## src/hdl/triangle_strip_assembler_macros.svh

```systemverilog
// assertion macros shared by the triangle assembler modules
`ifndef TRIANGLE_STRIP_ASSEMBLER_MACROS_SVH
`define TRIANGLE_STRIP_ASSEMBLER_MACROS_SVH

// condition and consequence in the same cycle
`define TSA_ASSERT_SAME(lbl, clk, rst_n, ante, cons) \
    lbl: assert property (@(posedge clk) disable iff (!rst_n) (ante) |-> (cons)) \
        else $error("triangle assembler check failed");

// consequence in the cycle after the condition
`define TSA_ASSERT_NEXT(lbl, clk, rst_n, ante, cons) \
    lbl: assert property (@(posedge clk) disable iff (!rst_n) (ante) |=> (cons)) \
        else $error("triangle assembler check failed");

`endif

```

## src/hdl/tsa_pkg.sv

```systemverilog
// types and constants for the triangle strip assembler
package tsa_pkg;

    localparam int unsigned INDEX_WIDTH = 32;

    typedef logic [INDEX_WIDTH-1:0] index_t;
    typedef logic [1:0]             fill_t;

    localparam index_t RESTART_INDEX = '1;

    localparam fill_t FILL_EMPTY = 2'd0;
    localparam fill_t FILL_TWO   = 2'd2;
    localparam fill_t FILL_FULL  = 2'd3;

    typedef struct packed {
        index_t first;
        index_t second;
        index_t third;
    } triangle_t;

    // result of one request from the assembly logic
    typedef struct packed {
        logic      emit;
        triangle_t corners;
    } asm_result_t;

endpackage

```

## src/hdl/triangle_strip_assembler.sv

```systemverilog
// triangle strip and list assembler with restart marker, top level
//
//  channel  | signals                                   | direction
//  ---------+-------------------------------------------+----------
//  config   | cfg_write, cfg_data (strip_mode)          | in
//  vertex   | in_valid, in_ready, vertex_index, begin_draw | in
//  triangle | out_valid, out_ready, corner_first/second/third | out
//
// one index per cycle while in_ready is high; a triangle appears in the
// cycle after its index request; in_ready drops only while the single
// result register holds a triangle that out_ready does not take
// reset clears the run and mode; there is no clearing pass
`include "triangle_strip_assembler_macros.svh"

module triangle_strip_assembler (
    input  logic            clk,
    input  logic            rst_n,
    input  logic            cfg_write,
    input  logic            cfg_data,
    input  logic            in_valid,
    output logic            in_ready,
    input  tsa_pkg::index_t vertex_index,
    input  logic            begin_draw,
    output logic            out_valid,
    input  logic            out_ready,
    output tsa_pkg::index_t corner_first,
    output tsa_pkg::index_t corner_second,
    output tsa_pkg::index_t corner_third
);

    logic                 in_fire;
    tsa_pkg::asm_result_t result;
    tsa_pkg::triangle_t   tri_out;

    assign in_fire = in_valid && in_ready;

    tsa_core u_core (
        .clk          (clk),
        .rst_n        (rst_n),
        .cfg_write    (cfg_write),
        .cfg_data     (cfg_data),
        .in_fire      (in_fire),
        .vertex_index (vertex_index),
        .begin_draw   (begin_draw),
        .result       (result)
    );

    tsa_out_reg u_out_reg (
        .clk       (clk),
        .rst_n     (rst_n),
        .in_fire   (in_fire),
        .result    (result),
        .out_ready (out_ready),
        .in_ready  (in_ready),
        .out_valid (out_valid),
        .tri_out   (tri_out)
    );

    assign corner_first  = tri_out.first;
    assign corner_second = tri_out.second;
    assign corner_third  = tri_out.third;

    `TSA_ASSERT_NEXT(a_emit_shows, clk, rst_n,
        in_fire && result.emit,
        out_valid && (corner_third == $past(vertex_index)))
    `TSA_ASSERT_NEXT(a_restart_silent, clk, rst_n,
        in_fire && (vertex_index == tsa_pkg::RESTART_INDEX),
        !out_valid)

endmodule

```

## src/hdl/tsa_core.sv

```systemverilog
// run state, mode register and triangle assembly logic
`include "triangle_strip_assembler_macros.svh"

module tsa_core (
    input  logic                 clk,
    input  logic                 rst_n,
    input  logic                 cfg_write,
    input  logic                 cfg_data,
    input  logic                 in_fire,
    input  tsa_pkg::index_t      vertex_index,
    input  logic                 begin_draw,
    output tsa_pkg::asm_result_t result
);

    logic              strip_mode_reg;
    tsa_pkg::index_t   older_reg;
    tsa_pkg::index_t   newer_reg;
    tsa_pkg::fill_t    run_fill_reg;
    logic              run_parity_reg;

    tsa_pkg::index_t   older_next;
    tsa_pkg::index_t   newer_next;
    tsa_pkg::fill_t    run_fill_next;
    logic              run_parity_next;

    tsa_pkg::index_t   cur_older;
    tsa_pkg::index_t   cur_newer;
    tsa_pkg::fill_t    cur_fill;
    logic              cur_parity;
    logic              new_parity;
    logic              is_restart;
    tsa_pkg::fill_t    fill_inc;
    tsa_pkg::index_t   swap_a;
    tsa_pkg::index_t   swap_b;

    always_comb
    begin
        // begin_draw empties the run before this index
        cur_older  = begin_draw ? '0 : older_reg;
        cur_newer  = begin_draw ? '0 : newer_reg;
        cur_fill   = begin_draw ? tsa_pkg::FILL_EMPTY : run_fill_reg;
        cur_parity = begin_draw ? 1'b0 : run_parity_reg;

        is_restart = (vertex_index == tsa_pkg::RESTART_INDEX);
        new_parity = ~cur_parity;
        fill_inc   = (cur_fill == tsa_pkg::FILL_FULL) ? tsa_pkg::FILL_FULL
                                                      : cur_fill + 2'd1;

        // even run length swaps the older pair to keep the winding
        swap_a = new_parity ? cur_older : cur_newer;
        swap_b = new_parity ? cur_newer : cur_older;

        result.emit           = 1'b0;
        result.corners.first  = swap_a;
        result.corners.second = swap_b;
        result.corners.third  = vertex_index;

        older_next      = cur_newer;
        newer_next      = vertex_index;
        run_fill_next   = fill_inc;
        run_parity_next = new_parity;

        if (is_restart)
        begin
            older_next      = '0;
            newer_next      = '0;
            run_fill_next   = tsa_pkg::FILL_EMPTY;
            run_parity_next = 1'b0;
        end
        else if (strip_mode_reg)
        begin
            // degenerate strip triangles are dropped
            result.emit = (cur_fill >= tsa_pkg::FILL_TWO) && (swap_a != swap_b)
                          && (swap_a != vertex_index) && (swap_b != vertex_index);
        end
        else
        begin
            result.corners.first  = cur_older;
            result.corners.second = cur_newer;
            if (cur_fill == tsa_pkg::FILL_TWO)
            begin
                result.emit     = 1'b1;
                older_next      = '0;
                newer_next      = '0;
                run_fill_next   = tsa_pkg::FILL_EMPTY;
                run_parity_next = 1'b0;
            end
        end
    end

    always_ff @(posedge clk or negedge rst_n)
    begin
        if (!rst_n)
        begin
            strip_mode_reg <= 1'b0;
            older_reg      <= '0;
            newer_reg      <= '0;
            run_fill_reg   <= tsa_pkg::FILL_EMPTY;
            run_parity_reg <= 1'b0;
        end
        else
        begin
            if (cfg_write)
            begin
                strip_mode_reg <= cfg_data;
            end
            if (in_fire)
            begin
                older_reg      <= older_next;
                newer_reg      <= newer_next;
                run_fill_reg   <= run_fill_next;
                run_parity_reg <= run_parity_next;
            end
        end
    end

    `TSA_ASSERT_NEXT(a_restart_clears, clk, rst_n,
        in_fire && (vertex_index == tsa_pkg::RESTART_INDEX),
        (run_fill_reg == tsa_pkg::FILL_EMPTY) && !run_parity_reg)
    `TSA_ASSERT_NEXT(a_list_emit_clears, clk, rst_n,
        in_fire && result.emit && !strip_mode_reg,
        (run_fill_reg == tsa_pkg::FILL_EMPTY) && (newer_reg == '0))
    `TSA_ASSERT_SAME(a_strip_no_degenerate, clk, rst_n,
        result.emit && strip_mode_reg,
        (result.corners.first != result.corners.second)
        && (result.corners.first != result.corners.third)
        && (result.corners.second != result.corners.third))

endmodule

```

## src/hdl/tsa_out_reg.sv

```systemverilog
// result register between assembly logic and the output channel
module tsa_out_reg (
    input  logic                 clk,
    input  logic                 rst_n,
    input  logic                 in_fire,
    input  tsa_pkg::asm_result_t result,
    input  logic                 out_ready,
    output logic                 in_ready,
    output logic                 out_valid,
    output tsa_pkg::triangle_t   tri_out
);

    logic               valid_reg;
    logic               valid_next;
    tsa_pkg::triangle_t tri_reg;

    // free slot, or the held triangle leaves this cycle
    assign in_ready = !valid_reg || out_ready;

    always_comb
    begin
        valid_next = valid_reg && !out_ready;
        if (in_fire)
        begin
            valid_next = result.emit;
        end
    end

    always_ff @(posedge clk or negedge rst_n)
    begin
        if (!rst_n)
        begin
            valid_reg <= 1'b0;
        end
        else
        begin
            valid_reg <= valid_next;
        end
    end

    always_ff @(posedge clk)
    begin
        if (in_fire && result.emit)
        begin
            tri_reg <= result.corners;
        end
    end

    assign out_valid = valid_reg;
    assign tri_out   = tri_reg;

endmodule
```

## config.mk

```make
export PLATFORM = sky130hd
export DESIGN_NAME = triangle_strip_assembler
export DESIGN_NICKNAME = d
export VERILOG_FILES = /design/src/hdl/tsa_pkg.sv /design/src/hdl/triangle_strip_assembler.sv /design/src/hdl/tsa_core.sv /design/src/hdl/tsa_out_reg.sv
export VERILOG_INCLUDE_DIRS = /design/src /design/src/hdl
export SDC_FILE = /design/constraint.sdc
export NUM_CORES = 1
export LEC_CHECK = 0
export ABC_AREA = 1
export ABC_CLOCK_PERIOD_IN_PS = 3510
export BUFFER_PORTS_ARGS = -buffer_cell sky130_fd_sc_hd__buf_2
export CAP_MARGIN = 10
export CORE_UTILIZATION = 40
export CTS_CLUSTER_SIZE = 30
export DETAILED_ROUTE_END_ITERATION = 16
export SLEW_MARGIN = 40
export SYNTH_ARGS = -nofsm -noshare
export SYNTH_HDL_FRONTEND = slang
export SYNTH_SLANG_ARGS = --single-unit
export TNS_END_PERCENT = 10
```

## constraint.sdc

```tcl
create_clock -name clk -period 3.51 [get_ports clk]
set_input_delay 0.5265 -clock clk [delete_from_list [all_inputs] [get_ports clk]]
set_output_delay 0.5265 -clock clk [all_outputs]
set_load 0.005 [all_outputs]
```

==> metrics.txt <==
WS Path Type=reg2reg; critical path cell sequence=nand2_2, buf_12, o21ai_0, nand2_1, nand2_1, nor2_1, nand2_1, nor2_1, a21oi_1, nand3_1, nand2_1, nand2_2, clkinvlp_4, buf_12; Vias=8864; number of H-tree levels=4; Core Area=22800 um2; HPWL Detailed=19600 um; Synth Register Bits=165; GP Congestion=0.931; GRT Residual Overflow=0; fin nets=1421; most frequent cells in the layout=nand2_1 (526), buf_2 (136), nand3_1 (132), inv_1 (112), o21ai_0 (98); Cell Area, Synth=9340 um2; GRT met1 Usage=0.322; Flop pwr share=0.425; die width=155 um; final antenna-violating net count=0; largest net degree at the start of global routing=76; period utilisation layout=0.832; total track usage=0.240; number of global-route vias before repair=8265; status=complete, no violations; antenna cells=0; worst hold slack=0.312 ns; commonest non-fill, non-tap cell in the layout=nand2_1; max FFs per register=96; initial core utilization=0.410; layout cells sized above 1=0.148; HP Class=in2reg; Root Driver=clkbuf_16; final setup TNS=0 ns; crit path capture type=register; Synth-to-Final Area Change=17.8%; Pwr Total=5.59 mW; Min-Delay Startpoint=cfg_data; postcts setup bufs=0; ranking of synthesized cells by area=edfxtp_1 (31%), nand2_1 (21%), dfrtp_1 (18%); CTS Sinks=165; Clock Power Share=0.322; Tmin final=2.92 ns; CP max stage cell=dfrtp_1; cells after synthesis=1250; Comb power frac=0.253; top cell type's share of synthesized area=0.309; Lkg Pwr=5.18 nW; Critical Path RT=3.61 ns; Max-cap violations=0; clk buf depth=2; RSZ-0062 raised after global routing=no; Starting DRT DRC Count=634; Final Hold Viols=0; input/output buffers=136; post-synthesis cell type count=23; Synthesized Nets=1292; Slew Viols, Final=0; Post-route DRC=0; Critical Path Fanout Max=65; die height=155 um; Syn Area/Cell=7.47 um2; Pint=3.70 mW; f_max=342 MHz; First-pass DRT Iterations=5; GR Util met3=0.0384; CP arrival=3.02 ns; Slew headroom=0.531; Worst path max stage delay=0.57 ns; initial antenna violation count=0; YS warnings=0; peak supply drop=0.328 mV; CTS clk-pin slew, worst paths=0.07 ns; clock skew=0.0117 ns; Routed wire per std cell=16.3 um; DIE AREA=24000 um2; Rows=55; PwrDens=508 nW/um2; worst skew pair latency=0.44 ns; most used cell, CP=nand2_1; switching power total=1.89 mW; Slew @ Worst Pin=0.703 ns; number of top-level pins=137; CTS buffer count=17; area leader, netlist=edfxtp_1; met2 Use GR=0.389; Critical R2R Launch=u_core.run_parity_reg; TritonCTS clock tree=built; WL final=27800 um; Vias/cell=5.20; CP Launch Type=register; switching share of power=0.338; busiest grt layer=met2; CP Launch Point=u_core.run_parity_reg; first-pass GRT wire length=43900 um; placed cells=1672; Setup-failing EPs final=0; final cell count without fillers=1705; Seq/Total Area, Yosys=0.494
-- repair_timing --
action	in CTS	in global routing
resized for setup	0	0
endpoints found under the hold margin	10	0
hold buffers	1	0
-- Yosys cell counts, drive strengths merged --
cell / count
edfxtp: 96
o21ai: 109
buf: 45
o211ai: 12
inv: 115
clkinv: 1
dfrtp: 69
nand3: 132
nand4: 9
clkbuf: 14
o22ai: 51
a21oi: 3
nand2: 529
nor2: 60
nor4: 2
ha: 3
-- critical path: cells and delay by family, from the launching register on --
kind | cells | cell delay [ns]
AOI/OAI and AO/OA | 2 | 0.42
and+or+nand+nor | 9 | 0.90
buffers and inverters | 3 | 0.65
DFF | 1 | 0.57
-- routing by layer --
layer / vias to the layer above / part of all wire
li1: 4378 / -
met1: 4119 / 0.45
met2: 314 / 0.47
met3: 53 / 0.055
met4: 0 / 0.027
met5: - / 0
-- per-stage QoR --
step | utilization | setup WS (ns) | area [um2]
global route | 0.483 | 0.356 | 11000
global placement | 0.458 | 0.485 | 10400
floorplan | - | 0.0154 | 9380
detailed placement | 0.458 | 0.442 | 10400
CTS | 0.483 | 0.626 | 11000
finish | 0.483 | 0.588 | 11000
-- final timing paths --
kind	to	slack, ns	cells past startpoint
setup / recovery	u_out_reg.tri_out[3]	0.59	14
hold / removal	u_core.strip_mode_reg	0.31	3
setup reg to reg	u_out_reg.tri_out[3]	0.59	14
hold reg to reg	u_core.older_reg[15]	0.52	2
max in group asynchronous	u_core.older_reg[20]	2.14	3
min in group asynchronous	u_core.older_reg[12]	0.50	2
-- power groups by stage --
| stage | combinational (mW) | sequential (mW) | clock (mW) |
|---|---|---|---|
| floorplan | 0.950 | 2.40 | 0 |
| detailed placement | 1.40 | 2.41 | 0 |
| global route | 1.59 | 2.40 | 1.90 |
| CTS | 1.41 | 2.37 | 1.83 |
| global placement | 1.39 | 2.41 | 0 |
| finish | 1.41 | 2.38 | 1.80 |
-- layout make-up --
type                       instances  area, um2
clock inverter                    13        108
clock buffer                      19        443
sequential                       165       4610
fill                            2273      11800
timing repair buffer             169       1030
inverter                         116        442
multi-input combinational        910       3980
tap                              313        392
-- logic make-up (layout without fill, tap and decap cells) --
group                    after synthesis  in the layout  synth area share
buffers and inverters                175            317            0.0818
adder cells (fa/ha/maj)                3              3           0.00402
flip-flops                           165            165             0.494
AO/OA/AOI/OAI                        175            175             0.104
AND/OR/NAND/NOR                      732            732             0.317
Note: power is estimated with default switching activity, not from simulation.
